<file path="config.mk">
export PLATFORM = sky130hd
export DESIGN_NAME = corexy_bresenham_step_generator_top_flat
export DESIGN_NICKNAME = d
export VERILOG_FILES = /design/src/hdl/cbsg_pkg.sv /design/src/hdl/cbsg_ifs.sv /design/src/hdl/corexy_bresenham_step_generator_top.sv /design/src/hdl/cbsg_front.sv /design/src/hdl/cbsg_queue.sv /design/src/hdl/cbsg_back.sv /design/src/flat_wrapper.sv
export VERILOG_INCLUDE_DIRS = /design/src /design/src/hdl
export SDC_FILE = /design/constraint.sdc
export NUM_CORES = 2
export LEC_CHECK = 0
export ABC_AREA = 1
export BUFFER_PORTS_ARGS = -buffer_cell sky130_fd_sc_hd__buf_2
export CORE_MARGIN = 3
export CORE_UTILIZATION = 50
export CTS_CLUSTER_SIZE = 20
export DETAILED_ROUTE_END_ITERATION = 16
export PLACE_DENSITY = 0.66
export SLEW_MARGIN = 20
export SYNTH_ARGS = -nofsm -noshare
export SYNTH_HDL_FRONTEND = slang
export SYNTH_HIERARCHICAL = 1
export SYNTH_SLANG_ARGS = --single-unit
export TNS_END_PERCENT = 10
</file>
<file path="constraint.sdc">
create_clock -name clk -period 29.1 [get_ports clk]
set_input_delay 2.91 -clock clk [delete_from_list [all_inputs] [get_ports clk]]
set_output_delay 2.91 -clock clk [all_outputs]
set_load 0.01 [all_outputs]
</file>
<file path="src/hdl/corexy_bresenham_step_generator_top_defines.svh">
// Assertion macros shared by the step generator RTL.
`ifndef COREXY_BRESENHAM_STEP_GENERATOR_TOP_DEFINES_SVH
`define COREXY_BRESENHAM_STEP_GENERATOR_TOP_DEFINES_SVH
`ifndef SYNTHESIS
// Condition must hold at every clock edge out of reset.
`define ASSERT_ALWAYS(label, cond) \
  label: assert property (@(posedge clk) disable iff (!rst_n) (cond)) \
    else $error("assertion failed: condition violated");
// Consequent must hold in the cycle after the antecedent.
`define ASSERT_NEXT(label, ante, cons) \
  label: assert property (@(posedge clk) disable iff (!rst_n) (ante) |=> (cons)) \
    else $error("assertion failed: next-cycle check violated");
`else
`define ASSERT_ALWAYS(label, cond)
`define ASSERT_NEXT(label, ante, cons)
`endif
`endif

</file>
<file path="src/hdl/cbsg_pkg.sv">
// Types and constants for the CoreXY Bresenham step generator.
package cbsg_pkg;

  localparam int SPM_W  = 12;
  localparam int TGT_W  = 20;
  localparam int POS_W  = 24;
  localparam int MPOS_W = 32;
  localparam int CNT_W  = 26;
  localparam int ERR_W  = 27;
  localparam int PROD_W = 32;

  localparam logic [SPM_W-1:0] SPM_RESET = 12'd80;

  localparam logic REQ_MOVE = 1'b0;
  localparam logic REQ_TICK = 1'b1;

  // Request after coordinate conversion, as held in the queue
  typedef struct packed {
    logic                    req_type;
    logic signed [POS_W-1:0] tx;
    logic signed [POS_W-1:0] ty;
  } cbsg_cmd_t;

  // Q8 product to steps, rounded half away from zero
  function automatic logic signed [POS_W-1:0] q8_round(input logic signed [PROD_W-1:0] p);
    logic signed [PROD_W-1:0] s;
    s = p + (p[PROD_W-1] ? 32'sd127 : 32'sd128);
    return $signed(s[PROD_W-1:8]);
  endfunction

endpackage

</file>
<file path="src/hdl/cbsg_ifs.sv">
// Request and result channel interfaces.
interface cbsg_in_if;
  logic               valid;
  logic               ready;
  logic               req_type;
  logic signed [19:0] target_x;
  logic signed [19:0] target_y;

  modport source (output valid, output req_type, output target_x, output target_y,
                  input ready);
  modport sink   (input valid, input req_type, input target_x, input target_y,
                  output ready);
endinterface

interface cbsg_out_if;
  logic               valid;
  logic               ready;
  logic               step_pulse_a;
  logic               step_pulse_b;
  logic               dir_out_a;
  logic               dir_out_b;
  logic               moving;
  logic               rejected;
  logic signed [23:0] pos_x_steps;
  logic signed [23:0] pos_y_steps;
  logic signed [31:0] pos_a_steps;
  logic signed [31:0] pos_b_steps;

  modport source (output valid, output step_pulse_a, output step_pulse_b,
                  output dir_out_a, output dir_out_b, output moving, output rejected,
                  output pos_x_steps, output pos_y_steps, output pos_a_steps,
                  output pos_b_steps, input ready);
  modport sink   (input valid, input step_pulse_a, input step_pulse_b,
                  input dir_out_a, input dir_out_b, input moving, input rejected,
                  input pos_x_steps, input pos_y_steps, input pos_a_steps,
                  input pos_b_steps, output ready);
endinterface

</file>
<file path="src/hdl/corexy_bresenham_step_generator_top.sv">
// Top level of the CoreXY Bresenham step generator.
//
//   channel   direction  handshake      content
//   in_req    in         valid/ready    req_type, target_x, target_y
//   out_res   out        valid/ready    pulses, directions, moving, rejected, positions
//   cfg       in         cfg_we         steps_per_mm_q4
//
// One request per clock sustained while out_res is ready; a request's result passes
// through the product register, a queue slot and the result register.
// The step engine does each move setup and each tick iteration as one state update.
// Reset is synchronous on rst_n; there is no clearing pass.
// A stalled out_res fills the queue and then drops in_req.ready.
module corexy_bresenham_step_generator_top #(
  parameter int QUEUE_DEPTH = 2
) (
  input  logic                       clk,
  input  logic                       rst_n,
  input  logic                       cfg_we,
  input  logic [cbsg_pkg::SPM_W-1:0] cfg_wdata,
  cbsg_in_if.sink                    in_req,
  cbsg_out_if.source                 out_res
);
  import cbsg_pkg::*;

  logic      push_valid, push_ready, pop_valid, pop_ready;
  cbsg_cmd_t push_data, pop_data;

  cbsg_front u_front (
    .clk        (clk),
    .rst_n      (rst_n),
    .cfg_we     (cfg_we),
    .cfg_wdata  (cfg_wdata),
    .in_req     (in_req),
    .push_valid (push_valid),
    .push_ready (push_ready),
    .push_data  (push_data)
  );

  cbsg_queue #(
    .DEPTH (QUEUE_DEPTH)
  ) u_queue (
    .clk        (clk),
    .rst_n      (rst_n),
    .push_valid (push_valid),
    .push_ready (push_ready),
    .push_data  (push_data),
    .pop_valid  (pop_valid),
    .pop_ready  (pop_ready),
    .pop_data   (pop_data)
  );

  cbsg_back u_back (
    .clk       (clk),
    .rst_n     (rst_n),
    .pop_valid (pop_valid),
    .pop_ready (pop_ready),
    .pop_data  (pop_data),
    .out_res   (out_res)
  );

endmodule

</file>
<file path="src/hdl/cbsg_front.sv">
// Front end: accepts requests, scales targets to steps, pushes into the queue.
module cbsg_front (
  input  logic                            clk,
  input  logic                            rst_n,
  input  logic                            cfg_we,
  input  logic [cbsg_pkg::SPM_W-1:0]      cfg_wdata,
  cbsg_in_if.sink                         in_req,
  output logic                            push_valid,
  input  logic                            push_ready,
  output cbsg_pkg::cbsg_cmd_t             push_data
);
  import cbsg_pkg::*;

  logic [SPM_W-1:0]         spm_r;
  logic                     fv_r;
  logic                     ftype_r;
  logic signed [PROD_W-1:0] prod_x_r, prod_y_r;
  logic signed [PROD_W:0]   mul_x, mul_y;
  logic                     take;

  assign in_req.ready = !fv_r || push_ready;
  assign take         = in_req.valid && in_req.ready;

  assign mul_x = in_req.target_x * $signed({1'b0, spm_r});
  assign mul_y = in_req.target_y * $signed({1'b0, spm_r});

  always_ff @(posedge clk) begin
    if (!rst_n) begin
      spm_r <= SPM_RESET;
      fv_r  <= 1'b0;
    end else begin
      if (cfg_we) begin
        spm_r <= cfg_wdata;
      end
      if (in_req.ready) begin
        fv_r <= in_req.valid;
      end
    end
  end

  always_ff @(posedge clk) begin
    if (take) begin
      ftype_r  <= in_req.req_type;
      prod_x_r <= mul_x[PROD_W-1:0];
      prod_y_r <= mul_y[PROD_W-1:0];
    end
  end

  assign push_valid         = fv_r;
  assign push_data.req_type = ftype_r;
  assign push_data.tx       = q8_round(prod_x_r);
  assign push_data.ty       = q8_round(prod_y_r);

endmodule

</file>
<file path="src/hdl/cbsg_queue.sv">
// Short request queue between the front end and the step engine.
`include "corexy_bresenham_step_generator_top_defines.svh"
module cbsg_queue #(
  parameter int DEPTH = 2
) (
  input  logic                clk,
  input  logic                rst_n,
  input  logic                push_valid,
  output logic                push_ready,
  input  cbsg_pkg::cbsg_cmd_t push_data,
  output logic                pop_valid,
  input  logic                pop_ready,
  output cbsg_pkg::cbsg_cmd_t pop_data
);
  import cbsg_pkg::*;

  localparam int PW = (DEPTH > 1) ? $clog2(DEPTH) : 1;
  localparam int CW = $clog2(DEPTH + 1);
  localparam logic [PW-1:0] LAST = PW'(DEPTH - 1);

  cbsg_cmd_t       slots_r [DEPTH];
  logic [PW-1:0]   wr_ptr_r, rd_ptr_r;
  logic [CW-1:0]   count_r;
  logic            do_push, do_pop;

  assign push_ready = count_r != CW'(DEPTH);
  assign pop_valid  = count_r != '0;
  assign do_push    = push_valid && push_ready;
  assign do_pop     = pop_valid && pop_ready;
  assign pop_data   = slots_r[rd_ptr_r];

  always_ff @(posedge clk) begin
    if (!rst_n) begin
      wr_ptr_r <= '0;
      rd_ptr_r <= '0;
      count_r  <= '0;
    end else begin
      if (do_push) begin
        wr_ptr_r <= (wr_ptr_r == LAST) ? '0 : wr_ptr_r + 1'b1;
      end
      if (do_pop) begin
        rd_ptr_r <= (rd_ptr_r == LAST) ? '0 : rd_ptr_r + 1'b1;
      end
      if (do_push && !do_pop) begin
        count_r <= count_r + 1'b1;
      end else if (do_pop && !do_push) begin
        count_r <= count_r - 1'b1;
      end
    end
  end

  always_ff @(posedge clk) begin
    if (do_push) begin
      slots_r[wr_ptr_r] <= push_data;
    end
  end

  `ASSERT_ALWAYS(count_in_range, count_r <= CW'(DEPTH))
  `ASSERT_ALWAYS(empty_ptrs_match, count_r != '0 || rd_ptr_r == wr_ptr_r)

endmodule

</file>
<file path="src/hdl/cbsg_back.sv">
// Step engine: move setup with CoreXY mixing, one Bresenham iteration per tick.
`include "corexy_bresenham_step_generator_top_defines.svh"
module cbsg_back (
  input  logic                clk,
  input  logic                rst_n,
  input  logic                pop_valid,
  output logic                pop_ready,
  input  cbsg_pkg::cbsg_cmd_t pop_data,
  cbsg_out_if.source          out_res
);
  import cbsg_pkg::*;

  logic                     out_valid_r;
  logic                     pulse_a_r, pulse_b_r, rej_r;
  logic                     pulse_a_nxt, pulse_b_nxt, rej_nxt;
  logic signed [POS_W-1:0]  x_pos_r, y_pos_r, x_pos_nxt, y_pos_nxt;
  logic [MPOS_W-1:0]        a_pos_r, b_pos_r, a_pos_nxt, b_pos_nxt;
  logic [CNT_W-1:0]         cnt_a_r, cnt_b_r, cnt_a_nxt, cnt_b_nxt;
  logic [CNT_W-1:0]         gap_a_r, gap_b_r, gap_a_nxt, gap_b_nxt;
  logic [CNT_W-1:0]         rem_r, rem_a_r, rem_b_r, rem_nxt, rem_a_nxt, rem_b_nxt;
  logic signed [ERR_W-1:0]  err_a_r, err_b_r, err_a_nxt, err_b_nxt;
  logic                     dir_a_r, dir_b_r, dir_a_nxt, dir_b_nxt;
  logic                     fire, busy;

  logic signed [POS_W:0]    dx, dy;
  logic signed [CNT_W-1:0]  da, db;
  logic [CNT_W-1:0]         abs_a, abs_b, longest;
  logic signed [ERR_W-1:0]  ea_dec, eb_dec, ea_inc, eb_inc;
  logic                     step_a, step_b;

  assign pop_ready = !out_valid_r || out_res.ready;
  assign fire      = pop_valid && pop_ready;
  assign busy      = rem_r != '0;

  always_comb begin
    dx      = {pop_data.tx[POS_W-1], pop_data.tx} - {x_pos_r[POS_W-1], x_pos_r};
    dy      = {pop_data.ty[POS_W-1], pop_data.ty} - {y_pos_r[POS_W-1], y_pos_r};
    da      = {dx[POS_W], dx} + {dy[POS_W], dy};
    db      = {dx[POS_W], dx} - {dy[POS_W], dy};
    abs_a   = da[CNT_W-1] ? CNT_W'(-da) : CNT_W'(da);
    abs_b   = db[CNT_W-1] ? CNT_W'(-db) : CNT_W'(db);
    longest = (abs_a > abs_b) ? abs_a : abs_b;

    // Both candidate errors; the step decision picks one
    ea_dec = err_a_r - $signed({1'b0, cnt_a_r});
    eb_dec = err_b_r - $signed({1'b0, cnt_b_r});
    ea_inc = err_a_r + $signed({1'b0, gap_a_r});
    eb_inc = err_b_r + $signed({1'b0, gap_b_r});
    step_a = ea_dec[ERR_W-1] && (rem_a_r != '0);
    step_b = eb_dec[ERR_W-1] && (rem_b_r != '0);
  end

  always_comb begin
    x_pos_nxt   = x_pos_r;
    y_pos_nxt   = y_pos_r;
    a_pos_nxt   = a_pos_r;
    b_pos_nxt   = b_pos_r;
    cnt_a_nxt   = cnt_a_r;
    cnt_b_nxt   = cnt_b_r;
    gap_a_nxt   = gap_a_r;
    gap_b_nxt   = gap_b_r;
    rem_nxt     = rem_r;
    rem_a_nxt   = rem_a_r;
    rem_b_nxt   = rem_b_r;
    err_a_nxt   = err_a_r;
    err_b_nxt   = err_b_r;
    dir_a_nxt   = dir_a_r;
    dir_b_nxt   = dir_b_r;
    pulse_a_nxt = 1'b0;
    pulse_b_nxt = 1'b0;
    rej_nxt     = 1'b0;
    if (pop_data.req_type == REQ_MOVE) begin
      if (busy) begin
        rej_nxt = 1'b1;
      end else begin
        x_pos_nxt = pop_data.tx;
        y_pos_nxt = pop_data.ty;
        dir_a_nxt = !da[CNT_W-1];
        dir_b_nxt = !db[CNT_W-1];
        cnt_a_nxt = abs_a;
        cnt_b_nxt = abs_b;
        gap_a_nxt = longest - abs_a;
        gap_b_nxt = longest - abs_b;
        rem_nxt   = longest;
        rem_a_nxt = abs_a;
        rem_b_nxt = abs_b;
        err_a_nxt = $signed({2'b00, longest[CNT_W-1:1]});
        err_b_nxt = $signed({2'b00, longest[CNT_W-1:1]});
      end
    end else if (busy) begin
      rem_nxt     = rem_r - 1'b1;
      pulse_a_nxt = step_a;
      pulse_b_nxt = step_b;
      err_a_nxt   = step_a ? ea_inc : ea_dec;
      err_b_nxt   = step_b ? eb_inc : eb_dec;
      if (step_a) begin
        rem_a_nxt = rem_a_r - 1'b1;
        a_pos_nxt = a_pos_r + (dir_a_r ? 32'd1 : '1);
      end
      if (step_b) begin
        rem_b_nxt = rem_b_r - 1'b1;
        b_pos_nxt = b_pos_r + (dir_b_r ? 32'd1 : '1);
      end
    end
  end

  always_ff @(posedge clk) begin
    if (!rst_n) begin
      out_valid_r <= 1'b0;
      pulse_a_r   <= 1'b0;
      pulse_b_r   <= 1'b0;
      rej_r       <= 1'b0;
      x_pos_r     <= '0;
      y_pos_r     <= '0;
      a_pos_r     <= '0;
      b_pos_r     <= '0;
      cnt_a_r     <= '0;
      cnt_b_r     <= '0;
      gap_a_r     <= '0;
      gap_b_r     <= '0;
      rem_r       <= '0;
      rem_a_r     <= '0;
      rem_b_r     <= '0;
      err_a_r     <= '0;
      err_b_r     <= '0;
      dir_a_r     <= 1'b0;
      dir_b_r     <= 1'b0;
    end else begin
      if (pop_ready) begin
        out_valid_r <= pop_valid;
      end
      if (fire) begin
        pulse_a_r <= pulse_a_nxt;
        pulse_b_r <= pulse_b_nxt;
        rej_r     <= rej_nxt;
        x_pos_r   <= x_pos_nxt;
        y_pos_r   <= y_pos_nxt;
        a_pos_r   <= a_pos_nxt;
        b_pos_r   <= b_pos_nxt;
        cnt_a_r   <= cnt_a_nxt;
        cnt_b_r   <= cnt_b_nxt;
        gap_a_r   <= gap_a_nxt;
        gap_b_r   <= gap_b_nxt;
        rem_r     <= rem_nxt;
        rem_a_r   <= rem_a_nxt;
        rem_b_r   <= rem_b_nxt;
        err_a_r   <= err_a_nxt;
        err_b_r   <= err_b_nxt;
        dir_a_r   <= dir_a_nxt;
        dir_b_r   <= dir_b_nxt;
      end
    end
  end

  // The result reflects state after the request, so state registers drive it directly
  assign out_res.valid        = out_valid_r;
  assign out_res.step_pulse_a = pulse_a_r;
  assign out_res.step_pulse_b = pulse_b_r;
  assign out_res.dir_out_a    = dir_a_r;
  assign out_res.dir_out_b    = dir_b_r;
  assign out_res.moving       = busy;
  assign out_res.rejected     = rej_r;
  assign out_res.pos_x_steps  = x_pos_r;
  assign out_res.pos_y_steps  = y_pos_r;
  assign out_res.pos_a_steps  = $signed(a_pos_r);
  assign out_res.pos_b_steps  = $signed(b_pos_r);

  `ASSERT_NEXT(idle_tick_no_pulse, fire && pop_data.req_type == REQ_TICK && !busy, !pulse_a_r && !pulse_b_r)
  `ASSERT_ALWAYS(steps_left_bounded, rem_a_r <= cnt_a_r && rem_b_r <= cnt_b_r)

endmodule
</file>
<file path="src/flat_wrapper.sv">
// flat-port wrapper written by rule: the top's interface ports become plain ports
module corexy_bresenham_step_generator_top_flat import cbsg_pkg::*;
#(
  parameter int QUEUE_DEPTH = 2
)
  (clk, rst_n, cfg_we, cfg_wdata, in_req_valid, in_req_req_type, in_req_target_x, in_req_target_y, in_req_ready, out_res_valid, out_res_step_pulse_a, out_res_step_pulse_b, out_res_dir_out_a, out_res_dir_out_b, out_res_moving, out_res_rejected, out_res_pos_x_steps, out_res_pos_y_steps, out_res_pos_a_steps, out_res_pos_b_steps, out_res_ready);
  cbsg_in_if in_req_i ();
  cbsg_out_if out_res_i ();
  input  logic clk;
  input  logic rst_n;
  input  logic cfg_we;
  input  logic [cbsg_pkg::SPM_W-1:0] cfg_wdata;
  input wire logic [$bits(in_req_i.valid)-1:0] in_req_valid;
  input wire logic [$bits(in_req_i.req_type)-1:0] in_req_req_type;
  input wire logic [$bits(in_req_i.target_x)-1:0] in_req_target_x;
  input wire logic [$bits(in_req_i.target_y)-1:0] in_req_target_y;
  output wire logic [$bits(in_req_i.ready)-1:0] in_req_ready;
  output wire logic [$bits(out_res_i.valid)-1:0] out_res_valid;
  output wire logic [$bits(out_res_i.step_pulse_a)-1:0] out_res_step_pulse_a;
  output wire logic [$bits(out_res_i.step_pulse_b)-1:0] out_res_step_pulse_b;
  output wire logic [$bits(out_res_i.dir_out_a)-1:0] out_res_dir_out_a;
  output wire logic [$bits(out_res_i.dir_out_b)-1:0] out_res_dir_out_b;
  output wire logic [$bits(out_res_i.moving)-1:0] out_res_moving;
  output wire logic [$bits(out_res_i.rejected)-1:0] out_res_rejected;
  output wire logic [$bits(out_res_i.pos_x_steps)-1:0] out_res_pos_x_steps;
  output wire logic [$bits(out_res_i.pos_y_steps)-1:0] out_res_pos_y_steps;
  output wire logic [$bits(out_res_i.pos_a_steps)-1:0] out_res_pos_a_steps;
  output wire logic [$bits(out_res_i.pos_b_steps)-1:0] out_res_pos_b_steps;
  input wire logic [$bits(out_res_i.ready)-1:0] out_res_ready;
  assign in_req_i.valid = in_req_valid;
  assign in_req_i.req_type = in_req_req_type;
  assign in_req_i.target_x = in_req_target_x;
  assign in_req_i.target_y = in_req_target_y;
  assign in_req_ready = in_req_i.ready;
  assign out_res_valid = out_res_i.valid;
  assign out_res_step_pulse_a = out_res_i.step_pulse_a;
  assign out_res_step_pulse_b = out_res_i.step_pulse_b;
  assign out_res_dir_out_a = out_res_i.dir_out_a;
  assign out_res_dir_out_b = out_res_i.dir_out_b;
  assign out_res_moving = out_res_i.moving;
  assign out_res_rejected = out_res_i.rejected;
  assign out_res_pos_x_steps = out_res_i.pos_x_steps;
  assign out_res_pos_y_steps = out_res_i.pos_y_steps;
  assign out_res_pos_a_steps = out_res_i.pos_a_steps;
  assign out_res_pos_b_steps = out_res_i.pos_b_steps;
  assign out_res_i.ready = out_res_ready;
  corexy_bresenham_step_generator_top #(.QUEUE_DEPTH(QUEUE_DEPTH)) u_core (.clk(clk), .rst_n(rst_n), .cfg_we(cfg_we), .cfg_wdata(cfg_wdata), .in_req(in_req_i), .out_res(out_res_i));
endmodule
</file>
==> run_results.csv <==
group,metric,value,unit
outcome,status,"completed",
floorplan,fp.coreArea,118000,µm²
setup_path,critical_path_class,"reg2reg",
sta,min_period,12.92,ns
logic_synthesis,synthFlopType,"dfxtp_1",
cells_and_area,drive_gt1_share,6.78,%
logic_synthesis,ys_warn_count,6,
logic_synthesis,async_reset_ff_share,0,%
sta,final_max_slew_viol_count,0,
sta,fin_crit_sh,44.4,%
cells_and_area,fillCellCount,11704,
clocking,cts_tree,"done",
logic_synthesis,netlist-cell-type-count,74,
setup_path,cp-start-kind,"flip-flop",
sta,slew_headroom,31.8,%
logic_synthesis,synth_area_leaders,"fa_1 (15%), nand2_1 (13%), dfxtp_1 (12%), inv_1 (11%), ha_1 (10%)",
clocking,cts_resized,0,
clocking,cts_buffers,69,
setup_path,cp.depth,64,
setup_path,timing.rr.end,"u_core/u_back/gap_b_r[25]",
clocking,clock-sinks,533,
global_routing,grt_max_degree,194,
routing,routed_wl,178000,µm
global_routing,grt_pass1_wl,282000,µm
setup_path,critPathMostFrequentCell,"nand2_1",
floorplan,ios,178,
global_routing,grt_pass1_vias,52364,
logic_synthesis,synth_edf_count,163,
worst_hold_path,hp-start,"u_core/u_back/err_a_r[26]",
logic_synthesis,synth_area,59800,µm²
sta,skew,0.0315,ns
clocking,clkTransAtPathRegs,0.06,ns
clocking,hold_buffers,0,
routing,wire_per_inst,17.6,µm
setup_path,r2r_cells,64,
logic_synthesis,yosys-top-cells-count,"nand2_1 (2029), inv_1 (1694), a21oi_1 (632)",
setup_path,cp-end-kind,"flip-flop",
routing,drc,0,
sta,rsz0062_at_grt,"no",
logic_synthesis,ys_seq_area_share,20.6,%
routing,vias_per_cell,5.33,
logic_synthesis,post-synth-top-count-cell,"nand2_1",
logic_synthesis,syn_inst,8472,
setup_path,reg2reg_slack,16.18,ns
setup_path,crit_arrival,13.47,ns
setup_path,cp.required,29.65,ns
setup_path,critPathSlowestCell,"nor4_1",
setup_path,slowest_delay,0.82,ns
floorplan,dieWidth,352,µm
logic_synthesis,syn-mean-instance-area,7.06,µm²
sta,hold_violations,0,
worst_hold_path,hp-class,"reg2reg",
logic_synthesis,yosysTopAreaCell,"fa_1",
global_routing,grt_usage,28.7,%
global_routing,grt-ovfl-total,0,
sta,max_freq,77.4,MHz
routing,first_iter_violations,4154,
sta,tightest_slew,1.01,ns
cells_and_area,final_nets,9499,
clocking,cts_setup_buffers,0,
sta,final-setup-viol-count,0,
logic_synthesis,yosysTopAreaCellShare,14.8,%
setup_path,path_max_fanout,36,
setup_path,cp_num_buf_inv,9,
clocking,clk-insertion-delay-late,0.68,ns
worst_hold_path,holdPathEnd,"u_core/u_back/err_a_r[26]",
logic_synthesis,ys_ff_latch,533,
floorplan,fp-row-count,126,
routing,vias,54154,
floorplan,fp.dieH,352,µm
cells_and_area,area_growth,7.56,%
global_routing,antenna_found_initial,8,
placement,post-dp-hpwl,140000,µm
placement,portBuffers,177,
clocking,cts_buffer_depth,3,
logic_synthesis,syn-num-nets,9472,
job,max-cap-violations,0,
routing,drtPass1Iterations,6,
floorplan,start_util,50.5,%
setup_path,cpLargestDelayFamily,"compound AO/OA/AOI/OAI gates",
clocking,cts_root_buf,"clkbuf_16",
clocking,cts-htree-levels,3,
placement,gp_congestion,0.961,
floorplan,dieArea,124000,µm²
worst_hold_path,whs_path_depth,2,
routing,ant_nets,0,
sta,setup_tns,0,ns
## layout make-up
class | count | area (µm²) | area share [%]
Multi-Input combinational cell | 5930 | 39800 | 61.9
Sequential cell | 533 | 12300 | 19.1
Inverter | 1747 | 6570 | 10.2
Tap cell | 1600 | 2000 | 3.11
Clock buffer | 92 | 1950 | 3.02
Timing Repair Buffer | 218 | 1230 | 1.91
Clock inverter | 35 | 430 | 0.669
Antenna cell | 2 | 5.00 | 0.00778
## per-stage QoR
stage	utilization [%]	cell area (µm²)	hold WS, ns	worst slack, ns	instances
detailed placement	52.3	61900	0.453	16.42	10028
floorplan	-	59800	0.445	18.67	8472
global route	54.3	64300	0.486	14.80	10156
global placement	52.3	61900	0.440	16.47	10028
CTS	54.3	64300	0.467	16.35	10155
finish	54.3	64300	0.467	16.18	10157
## flip-flops by register name, indices dropped and copies added, names as in the netlist, 27 cells and up, named ones only
signal,flops
u_core/u_back/err_b_r,27
u_core/u_back/out_res.pos_a_steps,32
u_core/u_back/out_res.pos_b_steps,32
u_core/u_front/prod_x_r,32
u_core/u_front/prod_y_r,32
u_core/u_queue/slots_r,98
## cells by family (layout without fill, tap and decap cells)
family,count (synthesis),after routing,share of synthesized area (%)
xor+xnor,333,333,4.89
buf+inv,2009,2092,12.9
mux,50,50,1.00
flops,533,533,20.6
fa+ha+maj,942,942,25.2
simple gates,3144,3144,21.8
compound gates,1460,1460,13.6
other cells,1,3,0.00627
## metal layers
layer  vias to the layer above  routed length [µm]  track usage, %
met5                         -                  24               0
met4                         4                6390            9.79
met3                       298               10300            3.88
met2                      1526               83900            48.8
met1                     25530               77700            37.4
li1                      26796                   -               -
## worst max path at each step
stage,startpoint,end
after CTS,flip-flop,u_core/u_back/gap_b_r[25]
after global placement,flip-flop,u_core/u_back/gap_b_r[23]
after detailed placement,flip-flop,u_core/u_back/gap_b_r[25]
after floorplan,flip-flop,u_core/u_back/gap_b_r[25]
after global routing,flip-flop,u_core/u_back/gap_b_r[25]
final,flip-flop,u_core/u_back/gap_b_r[25]
## placed cells by master (no fill, tap or decap), types with 21 or more instances in the layout
master        n
nand2_1    2028
inv_1      1692
a21oi_1     630
o21ai_0     502
ha_1        501
nor2_1      477
fa_1        441
dfxtp_1     369
nand3_1     324
xor2_1      225
buf_2       176
edfxtp_1    163
xnor2_1     107
nand4_1      84
clkbuf_16    71
nor3_1       70
o21bai_1     64
inv_2        49
a31oi_1      49
o211ai_1     45
mux2_2       39
buf_4        39
nand2_2      36
nor2_2       31
o221ai_1     22
a21o_1       21
## worst reg2reg max path, delay by kind of cell, from the launching register on
family | cells | cell delay (ns)
adders and majority gates | 4 | 1.42
buffers and inverters | 9 | 1.75
xor gates and xnor gates | 2 | 0.49
AOI/OAI and AO/OA | 25 | 4.68
muxes | 1 | 0.43
and+or+nand+nor | 23 | 3.33
DFF | 1 | 0.74
Power is not shown: default switching activity piles up to over one toggle a cycle in this logic, so the estimate is an artifact.
